--- src/sv/console_attribute_to_sgr_encoder_assert.svh ---
// ----------------------------------------------------------------------------
// Assertion macros for the console attribute to SGR encoder
// Concurrent assertion wrappers that vanish when SYNTH is defined.
// ----------------------------------------------------------------------------
`ifndef CONSOLE_ATTRIBUTE_TO_SGR_ENCODER_ASSERT_SVH
`define CONSOLE_ATTRIBUTE_TO_SGR_ENCODER_ASSERT_SVH

`ifndef SYNTH
// Checked property, switched off while reset is high.
`define CAS_ASSERT(name, clk, rst, prop) \
  name: assert property (@(posedge clk) disable iff (rst) prop) \
    else $error("sgr encoder assertion failed");
// Checked property that also holds during reset.
`define CAS_ASSERT_ALWAYS(name, clk, prop) \
  name: assert property (@(posedge clk) prop) \
    else $error("sgr encoder assertion failed");
`else
`define CAS_ASSERT(name, clk, rst, prop)
`define CAS_ASSERT_ALWAYS(name, clk, prop)
`endif

`endif

--- src/sv/cas_pkg.sv ---
// ----------------------------------------------------------------------------
// Console attribute to SGR encoder package
// Shared constants, the queue entry type and the code descriptor function.
// ----------------------------------------------------------------------------
package cas_pkg;

  localparam logic [15:0] NONE_SENT       = 16'hFFFF;
  localparam logic [7:0]  DEFAULT_COLOURS = 8'h07;
  localparam logic [3:0]  DEFAULT_UNIT    = 4'd9;
  localparam logic [3:0]  HUNDREDS_DIGIT  = 4'd1;

  localparam logic [7:0] CH_ESC      = 8'h1B;
  localparam logic [7:0] CH_LBRACKET = 8'h5B;
  localparam logic [7:0] CH_SEMI     = 8'h3B;
  localparam logic [7:0] CH_M        = 8'h6D;
  localparam logic [7:0] CH_ZERO     = 8'h30;

  // Code slots in emission order.
  localparam int NUM_SLOTS      = 8;
  localparam int SLOT_BOLD_OFF  = 0;
  localparam int SLOT_UL_OFF    = 1;
  localparam int SLOT_REV_OFF   = 2;
  localparam int SLOT_BOLD_ON   = 3;
  localparam int SLOT_UL_ON     = 4;
  localparam int SLOT_REV_ON    = 5;
  localparam int SLOT_FG        = 6;
  localparam int SLOT_BG        = 7;

  // Queue depth; a power of two so that the pointers wrap naturally.
  localparam int QUEUE_DEPTH = 2;
  localparam int QPTR_W      = (QUEUE_DEPTH > 1) ? $clog2(QUEUE_DEPTH) : 1;
  localparam int QCNT_W      = $clog2(QUEUE_DEPTH + 1);

  typedef struct packed {
    logic [NUM_SLOTS-1:0] mask;
    logic [3:0]           fg_unit;
    logic                 bg_bright;
    logic [3:0]           bg_unit;
  } entry_t;

  typedef struct packed {
    logic       has_hun;
    logic       has_ten;
    logic [3:0] ten;
    logic [3:0] unit;
  } code_desc_t;

  // Swap bits 0 and 2: BGR order to RGB order.
  function automatic logic [2:0] rgb_index(input logic [2:0] bgr);
    return {bgr[0], bgr[1], bgr[2]};
  endfunction

  // Decimal digits of the code in the slot marked by a one-hot vector.
  function automatic code_desc_t slot_desc(input logic [NUM_SLOTS-1:0] lowest,
                                           input entry_t e);
    code_desc_t d;
    d = '0;
    priority if (lowest[SLOT_BOLD_OFF]) begin
      d.has_ten = 1'b1; d.ten = 4'd2; d.unit = 4'd2;
    end else if (lowest[SLOT_UL_OFF]) begin
      d.has_ten = 1'b1; d.ten = 4'd2; d.unit = 4'd4;
    end else if (lowest[SLOT_REV_OFF]) begin
      d.has_ten = 1'b1; d.ten = 4'd2; d.unit = 4'd7;
    end else if (lowest[SLOT_BOLD_ON]) begin
      d.unit = 4'd1;
    end else if (lowest[SLOT_UL_ON]) begin
      d.unit = 4'd4;
    end else if (lowest[SLOT_REV_ON]) begin
      d.unit = 4'd7;
    end else if (lowest[SLOT_FG]) begin
      d.has_ten = 1'b1; d.ten = 4'd3; d.unit = e.fg_unit;
    end else if (lowest[SLOT_BG]) begin
      d.has_hun = e.bg_bright;
      d.has_ten = 1'b1;
      d.ten     = e.bg_bright ? 4'd0 : 4'd4;
      d.unit    = e.bg_unit;
    end else begin
      d = '0;
    end
    return d;
  endfunction

endpackage

--- src/sv/cas_attr_if.sv ---
// ----------------------------------------------------------------------------
// Attribute channel
// Valid/ready channel carrying one 16-bit console attribute per word.
// ----------------------------------------------------------------------------
interface cas_attr_if;
  logic        valid;
  logic        ready;
  logic [15:0] attribute;

  modport source (output valid, output attribute, input ready);
  modport sink   (input valid, input attribute, output ready);
endinterface

--- src/sv/cas_byte_if.sv ---
// ----------------------------------------------------------------------------
// SGR byte channel
// Valid/ready channel carrying one escape sequence byte per word.
// ----------------------------------------------------------------------------
interface cas_byte_if;
  logic       valid;
  logic       ready;
  logic [7:0] out_byte;
  logic       last_byte;

  modport source (output valid, output out_byte, output last_byte, input ready);
  modport sink   (input valid, input out_byte, input last_byte, output ready);
endinterface

--- src/sv/cas_front.sv ---
// ----------------------------------------------------------------------------
// SGR encoder front end
// Compares each attribute with the stored one and queues the codes to send.
// ----------------------------------------------------------------------------
module cas_front import cas_pkg::*; (
  input  logic   clk,
  input  logic   rst,
  cas_attr_if.sink attr_chan,
  output logic   push_valid,
  output entry_t push_entry,
  input  logic   push_ready
);

  logic [15:0] previous_attribute;
  logic        accept;
  logic [15:0] a;
  logic [15:0] p;
  logic        p_none, p_plain, p_bold, p_ul, p_rev;
  logic        c_plain, c_bold, c_ul, c_rev;
  logic        fg_chg, bg_chg;
  logic [NUM_SLOTS-1:0] mask;

  assign attr_chan.ready = push_ready;
  assign accept          = attr_chan.valid && push_ready;

  always_comb begin
    a = attr_chan.attribute;
    p = previous_attribute;

    // A stored all-ones value stands for a terminal in its default state.
    p_none  = (p == NONE_SENT);
    p_plain = p_none || (p[7:0] == DEFAULT_COLOURS);
    p_bold  = !p_plain && p[3];
    p_ul    = !p_none && p[15];
    p_rev   = !p_none && p[14];

    c_plain = (a[7:0] == DEFAULT_COLOURS);
    c_bold  = !c_plain && a[3];
    c_ul    = a[15];
    c_rev   = a[14];

    fg_chg = (c_plain != p_plain) || (!c_plain && (a[2:0] != p[2:0]));
    bg_chg = (c_plain != p_plain) || (!c_plain && (a[7:4] != p[7:4]));

    mask                = '0;
    mask[SLOT_BOLD_OFF] = p_bold && !c_bold;
    mask[SLOT_UL_OFF]   = p_ul && !c_ul;
    mask[SLOT_REV_OFF]  = p_rev && !c_rev;
    mask[SLOT_BOLD_ON]  = c_bold && !p_bold;
    mask[SLOT_UL_ON]    = c_ul && !p_ul;
    mask[SLOT_REV_ON]   = c_rev && !p_rev;
    mask[SLOT_FG]       = fg_chg;
    mask[SLOT_BG]       = bg_chg;

    push_entry.mask      = mask;
    push_entry.fg_unit   = c_plain ? DEFAULT_UNIT : {1'b0, rgb_index(a[2:0])};
    push_entry.bg_bright = !c_plain && a[7];
    push_entry.bg_unit   = c_plain ? DEFAULT_UNIT : {1'b0, rgb_index(a[6:4])};

    push_valid = accept && (a != p) && (mask != '0);
  end

  always_ff @(posedge clk) begin
    if (rst) begin
      previous_attribute <= NONE_SENT;
    end else if (accept) begin
      previous_attribute <= attr_chan.attribute;
    end
  end

endmodule

--- src/sv/cas_queue.sv ---
// ----------------------------------------------------------------------------
// SGR encoder command queue
// Short FIFO of code sets between the front end and the byte sequencer.
// ----------------------------------------------------------------------------
module cas_queue import cas_pkg::*; (
  input  logic   clk,
  input  logic   rst,
  input  logic   push_valid,
  input  entry_t push_entry,
  output logic   push_ready,
  output logic   pop_valid,
  output entry_t pop_entry,
  input  logic   pop_ready
);

  entry_t              store [QUEUE_DEPTH];
  logic [QPTR_W-1:0]   wr_ptr;
  logic [QPTR_W-1:0]   rd_ptr;
  logic [QCNT_W-1:0]   count;
  logic                do_push;
  logic                do_pop;

  assign push_ready = (count != QCNT_W'(QUEUE_DEPTH));
  assign pop_valid  = (count != '0);
  assign pop_entry  = store[rd_ptr];
  assign do_push    = push_valid && push_ready;
  assign do_pop     = pop_valid && pop_ready;

  always_ff @(posedge clk) begin
    if (do_push) begin
      store[wr_ptr] <= push_entry;
    end
  end

  always_ff @(posedge clk) begin
    if (rst) begin
      wr_ptr <= '0;
      rd_ptr <= '0;
      count  <= '0;
    end else begin
      if (do_push) begin
        wr_ptr <= wr_ptr + 1'b1;
      end
      if (do_pop) begin
        rd_ptr <= rd_ptr + 1'b1;
      end
      unique case ({do_push, do_pop})
        2'b10:   count <= count + 1'b1;
        2'b01:   count <= count - 1'b1;
        default: count <= count;
      endcase
    end
  end

endmodule

--- src/sv/cas_back.sv ---
// ----------------------------------------------------------------------------
// SGR encoder byte sequencer
// Turns a queued set into ESC '[' codes ';' ... 'm', a byte per ready cycle.
// ----------------------------------------------------------------------------
`include "console_attribute_to_sgr_encoder_assert.svh"

module cas_back import cas_pkg::*; (
  input  logic   clk,
  input  logic   rst,
  input  logic   pop_valid,
  input  entry_t pop_entry,
  output logic   pop_ready,
  cas_byte_if.source sgr_chan
);

  typedef enum logic [4:0] {
    ST_IDLE    = 5'b00001,
    ST_BRACKET = 5'b00010,
    ST_DIGIT   = 5'b00100,
    ST_SEP     = 5'b01000,
    ST_MARK    = 5'b10000
  } state_t;

  typedef enum logic [1:0] {
    POS_HUN  = 2'd0,
    POS_TEN  = 2'd1,
    POS_UNIT = 2'd2
  } pos_t;

  state_t     state, state_next;
  entry_t     work, work_next;
  pos_t       pos, pos_next;
  logic       byte_valid, byte_valid_next;
  logic [7:0] byte_data, byte_data_next;
  logic       byte_last, byte_last_next;

  logic                 load;
  logic [NUM_SLOTS-1:0] lowest;
  logic [NUM_SLOTS-1:0] remaining;
  code_desc_t           desc;
  pos_t                 first_pos;
  logic [3:0]           digit;

  assign sgr_chan.valid     = byte_valid;
  assign sgr_chan.out_byte  = byte_data;
  assign sgr_chan.last_byte = byte_last;

  // The output register takes a new byte when empty or being taken.
  assign load = !byte_valid || sgr_chan.ready;

  always_comb begin
    lowest    = work.mask & (~work.mask + NUM_SLOTS'(1));
    remaining = work.mask & ~lowest;
    desc      = slot_desc(lowest, work);

    if (desc.has_hun) begin
      first_pos = POS_HUN;
    end else if (desc.has_ten) begin
      first_pos = POS_TEN;
    end else begin
      first_pos = POS_UNIT;
    end

    unique case (pos)
      POS_HUN: digit = HUNDREDS_DIGIT;
      POS_TEN: digit = desc.ten;
      default: digit = desc.unit;
    endcase
  end

  always_comb begin
    state_next      = state;
    work_next       = work;
    pos_next        = pos;
    byte_valid_next = byte_valid && !sgr_chan.ready;
    byte_data_next  = byte_data;
    byte_last_next  = byte_last;
    pop_ready       = 1'b0;

    if (load) begin
      unique case (state)
        ST_IDLE: begin
          pop_ready = 1'b1;
          if (pop_valid) begin
            work_next       = pop_entry;
            byte_valid_next = 1'b1;
            byte_data_next  = CH_ESC;
            byte_last_next  = 1'b0;
            state_next      = ST_BRACKET;
          end
        end
        ST_BRACKET: begin
          byte_valid_next = 1'b1;
          byte_data_next  = CH_LBRACKET;
          byte_last_next  = 1'b0;
          pos_next        = first_pos;
          state_next      = ST_DIGIT;
        end
        ST_DIGIT: begin
          byte_valid_next = 1'b1;
          byte_data_next  = CH_ZERO + {4'b0000, digit};
          byte_last_next  = 1'b0;
          if (pos == POS_UNIT) begin
            work_next.mask = remaining;
            state_next     = (remaining != '0) ? ST_SEP : ST_MARK;
          end else begin
            pos_next = (pos == POS_HUN) ? POS_TEN : POS_UNIT;
          end
        end
        ST_SEP: begin
          byte_valid_next = 1'b1;
          byte_data_next  = CH_SEMI;
          byte_last_next  = 1'b0;
          pos_next        = first_pos;
          state_next      = ST_DIGIT;
        end
        ST_MARK: begin
          byte_valid_next = 1'b1;
          byte_data_next  = CH_M;
          byte_last_next  = 1'b1;
          state_next      = ST_IDLE;
        end
        default: begin
          state_next = ST_IDLE;
        end
      endcase
    end
  end

  always_ff @(posedge clk) begin
    if (rst) begin
      state      <= ST_IDLE;
      byte_valid <= 1'b0;
    end else begin
      state      <= state_next;
      byte_valid <= byte_valid_next;
    end
  end

  always_ff @(posedge clk) begin
    work      <= work_next;
    pos       <= pos_next;
    byte_data <= byte_data_next;
    byte_last <= byte_last_next;
  end

  `CAS_ASSERT(a_codes_left, clk, rst, (state == ST_BRACKET || state == ST_DIGIT || state == ST_SEP) |-> (work.mask != '0))
  `CAS_ASSERT(a_last_is_m, clk, rst, (sgr_chan.valid && sgr_chan.last_byte) |-> (sgr_chan.out_byte == CH_M))
  `CAS_ASSERT(a_mark_ends, clk, rst, (state == ST_MARK && load) |=> (state == ST_IDLE && sgr_chan.last_byte))
  `CAS_ASSERT(a_pop_starts, clk, rst, (pop_ready && pop_valid) |=> (state == ST_BRACKET && sgr_chan.out_byte == CH_ESC))
  `CAS_ASSERT_ALWAYS(a_pop_idle, clk, pop_ready |-> (state == ST_IDLE))

endmodule

--- src/sv/console_attribute_to_sgr_encoder.sv ---
// ----------------------------------------------------------------------------
// Console attribute to SGR encoder: an accepted word reaches ESC via the queue and
// the output register. A changed attribute gives 4 to 18 bytes, which the sequencer
// sends one a cycle while the receiver is ready. Unchanged or invisible attributes
// queue nothing; the front accepts every cycle while the two-entry queue has room.
// Reset (rst, synchronous): stored attribute 0xFFFF, queue empty, sequencer idle.
// ----------------------------------------------------------------------------
module console_attribute_to_sgr_encoder import cas_pkg::*; (
  input  logic clk,
  input  logic rst,
  cas_attr_if.sink   attr_chan,
  cas_byte_if.source sgr_chan
);

  // The front end holds the last attribute and decides, in the cycle a word
  // is accepted, which SGR codes the change needs. A word that changes
  // nothing visible still updates the stored attribute but queues nothing.
  logic   push_valid;
  entry_t push_entry;
  logic   push_ready;

  // The queue decouples the two halves: the front may take new attributes
  // while the sequencer is still spelling out an earlier escape, and it
  // stalls only when the queue is full.
  logic   pop_valid;
  entry_t pop_entry;
  logic   pop_ready;

  cas_front u_front (
    .clk        (clk),
    .rst        (rst),
    .attr_chan  (attr_chan),
    .push_valid (push_valid),
    .push_entry (push_entry),
    .push_ready (push_ready)
  );

  cas_queue u_queue (
    .clk        (clk),
    .rst        (rst),
    .push_valid (push_valid),
    .push_entry (push_entry),
    .push_ready (push_ready),
    .pop_valid  (pop_valid),
    .pop_entry  (pop_entry),
    .pop_ready  (pop_ready)
  );

  // The sequencer walks the code set lowest slot first, emitting one byte
  // into its output register each cycle the receiver does not stall. The
  // closing 'm' is followed directly by the ESC of the next queued
  // sequence, so back-to-back escapes leave no gap on the byte channel.
  cas_back u_back (
    .clk       (clk),
    .rst       (rst),
    .pop_valid (pop_valid),
    .pop_entry (pop_entry),
    .pop_ready (pop_ready),
    .sgr_chan  (sgr_chan)
  );

endmodule

--- src/flat_wrapper.sv ---
// flat-port wrapper written by rule: the top's interface ports become plain ports
module console_attribute_to_sgr_encoder_flat import cas_pkg::*;
  (clk, rst, attr_chan_valid, attr_chan_attribute, attr_chan_ready, sgr_chan_valid, sgr_chan_out_byte, sgr_chan_last_byte, sgr_chan_ready);
  cas_attr_if attr_chan_i ();
  cas_byte_if sgr_chan_i ();
  input  logic clk;
  input  logic rst;
  input wire logic [$bits(attr_chan_i.valid)-1:0] attr_chan_valid;
  input wire logic [$bits(attr_chan_i.attribute)-1:0] attr_chan_attribute;
  output wire logic [$bits(attr_chan_i.ready)-1:0] attr_chan_ready;
  output wire logic [$bits(sgr_chan_i.valid)-1:0] sgr_chan_valid;
  output wire logic [$bits(sgr_chan_i.out_byte)-1:0] sgr_chan_out_byte;
  output wire logic [$bits(sgr_chan_i.last_byte)-1:0] sgr_chan_last_byte;
  input wire logic [$bits(sgr_chan_i.ready)-1:0] sgr_chan_ready;
  assign attr_chan_i.valid = attr_chan_valid;
  assign attr_chan_i.attribute = attr_chan_attribute;
  assign attr_chan_ready = attr_chan_i.ready;
  assign sgr_chan_valid = sgr_chan_i.valid;
  assign sgr_chan_out_byte = sgr_chan_i.out_byte;
  assign sgr_chan_last_byte = sgr_chan_i.last_byte;
  assign sgr_chan_i.ready = sgr_chan_ready;
  console_attribute_to_sgr_encoder u_core (.clk(clk), .rst(rst), .attr_chan(attr_chan_i), .sgr_chan(sgr_chan_i));
endmodule
--- config.mk ---
export PLATFORM = sky130hd
export DESIGN_NAME = console_attribute_to_sgr_encoder_flat
export DESIGN_NICKNAME = d
export VERILOG_FILES = /design/src/sv/cas_pkg.sv /design/src/sv/cas_attr_if.sv /design/src/sv/cas_byte_if.sv /design/src/sv/cas_front.sv /design/src/sv/cas_queue.sv /design/src/sv/cas_back.sv /design/src/sv/console_attribute_to_sgr_encoder.sv /design/src/flat_wrapper.sv
export VERILOG_INCLUDE_DIRS = /design/src /design/src/sv
export SDC_FILE = /design/constraint.sdc
export NUM_CORES = 1
export LEC_CHECK = 0
export BUFFER_PORTS_ARGS = -buffer_cell sky130_fd_sc_hd__buf_4
export CAP_MARGIN = 20
export CORE_UTILIZATION = 30
export DETAILED_ROUTE_END_ITERATION = 12
export GPL_ROUTABILITY_DRIVEN = 0
export HOLD_SLACK_MARGIN = 0.08
export REMOVE_ABC_BUFFERS = 1
export SYNTH_ARGS = -nofsm -noshare
export SYNTH_HDL_FRONTEND = slang
export SYNTH_HIERARCHICAL = 1
export SYNTH_SLANG_ARGS = --single-unit
export TNS_END_PERCENT = 100
--- constraint.sdc ---
create_clock -name clk -period 2.95 [get_ports clk]
set_input_delay 0.295 -clock clk [delete_from_list [all_inputs] [get_ports clk]]
set_output_delay 0.295 -clock clk [all_outputs]
set_load 0.01 [all_outputs]
# After elaboration in Yosys (flattened, before gate mapping)
# Memory sizes are Yosys's and may differ from the RTL's. A register that Yosys moved wholly into a read port is not among the register bits.
# Index checks and enable logic that the tools add are counted.
# totals
regBits	54
latchBits	0
rom_bits	0
mem_count	1
wordCells	141
ramBits	34
# classes
n_bitwise	4
n_shift	0
div	0
n_reduce_logical	52
n_eq_ne	20
magnitude_cmp	0
mul	0
n_addsub	6
muxes	45
# memory_table
name	words	word_bits	read_ports	rd_clocked_by_memory_dff	write_ports	line_no	text
u_core.u_queue.store	2	17	1	1	1	cas_queue.sv:16	entry_t store [QUEUE_DEPTH];
# op_table
cell	n
8-bit case mux with 5 select lines	1
9-bit two-way mux	4
4-bit two-way mux	5
1-bit logical AND	19
6-bit two-way mux	3
17-bit two-way mux	1
8-bit bitwise AND	2
16-bit == test (second input constant)	1
8-bit by 3-bit == test with 1-bit output (second input constant)	2
8-bit two-way mux	2
16-bit inequality test	1
8-bit NOT	2
8-bit case mux with 2 select lines	1
8-bit nonzero test	2
5-bit two-way mux	3
5-bit case mux with 3 select lines	1
3-bit AND reduction	5
1-bit two-way mux	13
1-bit zero test	11
10-bit two-way mux	1
8-bit by 1-bit adder with 8-bit output (second input constant)	1
2-bit two-way mux	4
2-bit case mux with 2 select lines	2
4-bit case mux with 2 select lines	1
28 further kinds	39

# Depth between registers and ports, before layout
# depth
depth_word	14
mapped_depth	10
depth_no_buf	10

# Modules after synthesis
# The synthesis kept the hierarchy.
# by_module_without_submodules
module	area_per_inst_um2	instances	cells_per_inst	seq_area_each_um2
cas_back	1770.4	1	171	930.9
cas_queue	1445.1	1	77	1121.1
cas_front	1101.1	1	127	320.3

# Worst setup path before layout
# No wires, ideal clock.
# synth_path
kind	register to register
startpoint	reg u_core.u_front.previous_attribute[3] (netlist: u_core/u_front/p[3])
endpoint	reg u_core.u_queue.count[1]
t_arrival_ps	2272
stages_incl_launch_ff	10
slack_ps	608
n_path_buf	0
setup_ps	70
cell_sequence	dfxtp_1 or4_1 nor2_1 o21ai_2 mux2i_1 a31oi_1 nand2_1 ha_1 or3_1 a21oi_1
# synth_between
elab_chain_len	11
word_cells_on_any_way	29
cone_classes	6 x eq/ne; 1 x mux; 22 x reduce/logical
# synth_lines
item	line_no	text
start, declared	cas_front.sv:14	logic [15:0] previous_attribute;
start signal, assigned	cas_front.sv:67	previous_attribute <= attr_chan.attribute;
16-bit == test or 8-bit by 3-bit == test with 1-bit output (tied branches)	cas_front.sv:31, cas_front.sv:32	
1-bit logical OR	cas_front.sv:32	p_plain = p_none || (p[7:0] == DEFAULT_COLOURS);
1-bit zero test	cas_front.sv:33	p_bold = !p_plain && p[3];
1-bit logical AND	cas_front.sv:33	
1-bit zero test	cas_front.sv:49	mask[SLOT_BOLD_ON] = c_bold && !p_bold;
1-bit logical AND	cas_front.sv:49	
8-bit nonzero test	cas_front.sv:60	push_valid = accept && (a != p) && (mask != '0);
1-bit logical AND (*)	cas_front.sv:60	
named net u_core.push_valid	console_attribute_to_sgr_encoder.sv:18	logic push_valid;
1-bit logical AND (*)	cas_queue.sv:26	assign do_push = push_valid && push_ready;
2-bit by 1-bit == test with 1-bit output or 2-bit == test (tied branches)	cas_queue.sv:47	unique case ({do_push, do_pop})
2-bit case mux with 2 select lines or 2-bit nonzero test (tied branches)	n/a	
end signal, assigned	cas_queue.sv:48	2'b10: count <= count + 1'b1;
end signal, assigned	cas_queue.sv:49	2'b01: count <= count - 1'b1;
end signal, assigned	cas_queue.sv:50	default: count <= count;
end, declared	cas_queue.sv:19	logic [QCNT_W-1:0] count;
# The timed path passes the listed nets; every way through them passes the cells marked *.
# A chain may end at the register's enable or synchronous reset.

==> key figures <==
Power
  – Share of total power consumed by net switching: 0.336
  – Combinational share of power: 0.279
  – Clock Power Share: 0.263
  – Reg power frac: 0.458
  – Lkg Pwr: 0.00179 uW
  – Overall power: 4410 uW
  – Internal power: 2930 uW
  – IR drop worst, VDD: 0.000364 V
  – Switching Power: 1480 uW
  – Power density relative to cell area: 889 nW/um2

Clock network
  – Clk root buf: clkbuf_16
  – Hold buffers post-CTS: 0
  – Clock insertion delay at the later pin of the skew report: 0.34 ns
  – Clock Sink Count: 88
  – Clock Path Buffers: 2
  – Clock tree from TritonCTS: done
  – Number of gates resized after cts: 0
  – CTS clk-pin slew, worst paths: 0.07 ns
  – Total setup buffers inserted after CTS: 0
  – H-tree level count: 3
  – TritonCTS buffer count: 9

GRT
  – Aggregate global-route resource usage: 0.122
  – Global-route wire length before repair: 14.0 mm
  – Number of antenna violations at the first check in global routing: 0
  – Remaining global-route overflow: 0
  – Maximum number of pins on one net before global-route repair: 28
  – Number of global-route vias before repair: 2857

Logic synthesis
  – Syn_area_per_cell: 11.5 um2
  – Synthesized area: 4320 um2
  – Top cell type's share of synthesized area: 0.424
  – Combinational family with the most area after synthesis: simple AND/OR/NAND/NOR gates
  – Xor/xnor share of the synthesized area: 0.0426
  – Portion of netlist area occupied by mux cells: 0.0490
  – Library cell with the largest summed area after synthesis: edfxtp_1
  – Most area-consuming cells after synthesis: edfxtp_1, dfxtp_1, mux2_2
  – Number of enable flip-flop cells after synthesis: 61
  – Synth async-reset ratio: 0
  – Number of unique standard cell types used by synthesis: 67
  – Area fraction in and, or, nand and nor cells after synthesis: 0.181
  – Dominant register cell in the synthesized netlist: edfxtp_1
  – Synthesis-stage register bit count: 88
  – Share of the synthesized area in compound gates (AO/OA/AOI/OAI): 0.131
  – Proportion of synthesized chip area in sequential cells: 0.550
  – Gate count after technology mapping: 375
  – Synth Warn #: 6
  – Adder-cell area share of the yosys netlist: 0.00522

Finish
  – Area of the multi-input gates: 1770 um2
  – Leading cell type in the layout, fill and taps excluded: edfxtp_1
  – FF+latch area: 2370 um2
  – Final-layout fill cell count: 1361
  – Fraction of final layout cells sized beyond drive strength 1: 0.227
  – Final #Nets: 413
  – N_diodes: 0
  – Leading cell types in the layout, fill and taps excluded: edfxtp_1, buf_4, dfxtp_1
  – Relative area change from synthesis to final layout: 14.9%

STA
  – Pins over their slew limit: 0
  – Clock tree skew after final layout: 0.0101 ns
  – Setup repair after global routing missed its margin: false
  – Max-Slew Margin vs Limit: 0.469
  – Actual slew at the worst max-slew pin: 0.796 ns
  – Final Hold Fails: 0
  – Tcrit/Tclk final: 0.871
  – Highest clock rate: 0.389 GHz
  – Final period demand of the worst path: 2.57 ns
  – Setup-failing EPs final: 0
  – Sum of negative setup slack: 0 ns

Drt
  – Via total after detailed routing: 2915
  – Detailed-route DRC error count: 0
  – Length of routed met2 wiring: 3.97 mm
  – Iteration-0 DRC Markers: 231
  – Count of antenna-violating nets left after detailed routing: 0
  – Wire length reported by the detailed router: 8.39 mm
  – Avg WL per Cell: 14.5 um
  – Wl on met1: 4.00 mm
  – Detailed-route vias per instance: 5.05
  – Highest routing layer actually used: met4
  – Number of iterations in the first detailed-routing pass: 4
  – Wire length on met3: 315 um

Worst setup path
  – Required arrival time at the worst endpoint: 3.22 ns
  – Worst-path maximum fanout: 6
  – Cell-by-cell listing of the critical path: nand4_2, nor4_4, a31o_2, nor2_1, a31oi_1, nand2_1, ha_1, or3_1, a21oi_1
  – Arrival time at the worst endpoint: 2.84 ns
  – Kind of critical path: reg2reg
  – Slowest-stage cell, CP: dfxtp_1
  – Reg-to-reg setup timing slack: 0.38 ns
  – CP endpoint kind: register
  – CP Launch Type: register
  – Largest incremental delay on the critical path: 0.44 ns

Floorplanning
  – Num ports: 31
  – CORE AREA: 13900 um2
  – Num rows: 43
  – Die Span X: 122 um
  – Effective utilization at floorplan: 0.310
  – DIE AREA: 14900 um2
  – Die Span Y: 122 um

Status
  – Status: complete, no violations

Run
  – Number of max-cap violations: 0

Placed design
  – Post-detail-place hpwl: 5.89 mm
  – Number of I/O port buffers: 29

Hold path
  – Class of the tightest hold or removal check: in2reg
cells in the mapped netlist, drive strengths merged (2+ instances only):
cell type and count:
mux2 17, a211oi 4, xnor2 4, nand3b 2, a21oi 12, xor2 17
a211o 16, nand2b 6, nor2 22, nor3 5, and3 21, nand3 15
edfxtp 61, or3 2, nor2b 5, and2 6, clkbuf 15, or4 3
or2 5, o31ai 2, nand2 18, nor4 8, dfxtp 27, inv 8
buf 13, nand4 7, mux2i 2, o21ai 19, o21a 2, a31oi 6
a2111oi 4
metal layers:
layer	vias up	global-route usage
met5	-	0
met4	0	0.0471
met3	9	0.0356
met2	60	0.196
met1	1412	0.155
li1	1434	-
state kept, by name, indices dropped and copies added, names as in the netlist, named ones only:
name	flops
u_core/u_back/pos	2
u_core/u_back/work	17
u_core/u_back/sgr_chan.last_byte	1
u_core/u_back/sgr_chan.out_byte	7
u_core/u_back/sgr_chan.valid	1
u_core/u_queue/store	34
u_core/u_queue/count	2
u_core/u_queue/rd_ptr	1
u_core/u_queue/wr_ptr	1
u_core/u_back/state	5
u_core/u_front/p	16
through the flow:
step	hold WS [ns]	util	instance area (um2)	std cells	setup WS, ns
after global routing	0.161	0.356	4960	577	0.134
after CTS	0.164	0.356	4960	577	0.387
after detailed placement	0.492	0.334	4650	561	0.406
after global placement	0.485	0.334	4650	561	0.467
final	0.174	0.356	4960	577	0.381
after floorplan	0.364	-	4170	347	0.601
worst max-delay path: cells and delay by family, from the launching register on:
| kind | cells | cell delay (ns) |
|---|---|---|
| compound gates | 3 | 0.69 |
| fa+ha+maj | 1 | 0.34 |
| simple gates | 5 | 1.04 |
| flops | 1 | 0.44 |
power groups by stage:
stage	clock network [uW]	registers [uW]	logic, uW
4_1_cts	1180	2020	1240
2_1_floorplan	0	1980	859
3_3_place_gp	0	2030	1210
6_report	1160	2020	1230
5_1_grt	1230	2060	1380
3_5_place_dp	0	2050	1230
worst paths after layout:
check             cells after the start                                    to                              start
setup / recovery                      9  u_core/u_queue/count[1]$_SDFFE_PP0P_  u_core/u_front/p[15]$_SDFFE_PP1P_
hold / removal                        1  u_core/u_queue/store[0][1]$_DFFE_PP_             attr_chan_attribute[5]
setup reg to reg                      9  u_core/u_queue/count[1]$_SDFFE_PP0P_  u_core/u_front/p[15]$_SDFFE_PP1P_
hold reg to reg                       1      u_core/u_front/p[2]$_SDFFE_PP1P_   u_core/u_front/p[2]$_SDFFE_PP1P_
logic make-up after synthesis:
family / after synthesis
muxes: 19
other: 1
buffers and inverters: 36
xor gates and xnor gates: 21
adders and majority gates: 2
AOI/OAI and AO/OA: 77
and+or+nand+nor: 131
DFF: 88
cell type report:
type | instances | share of cell area
timing repair buffer | 34 | 0.0515
multi-input combinational | 251 | 0.357
inverter | 8 | 0.00606
clock buffer | 9 | 0.0454
sequential | 88 | 0.478
tap | 180 | 0.0454
clock inverter | 7 | 0.0159
Note: power is estimated with default switching activity, not from simulation.
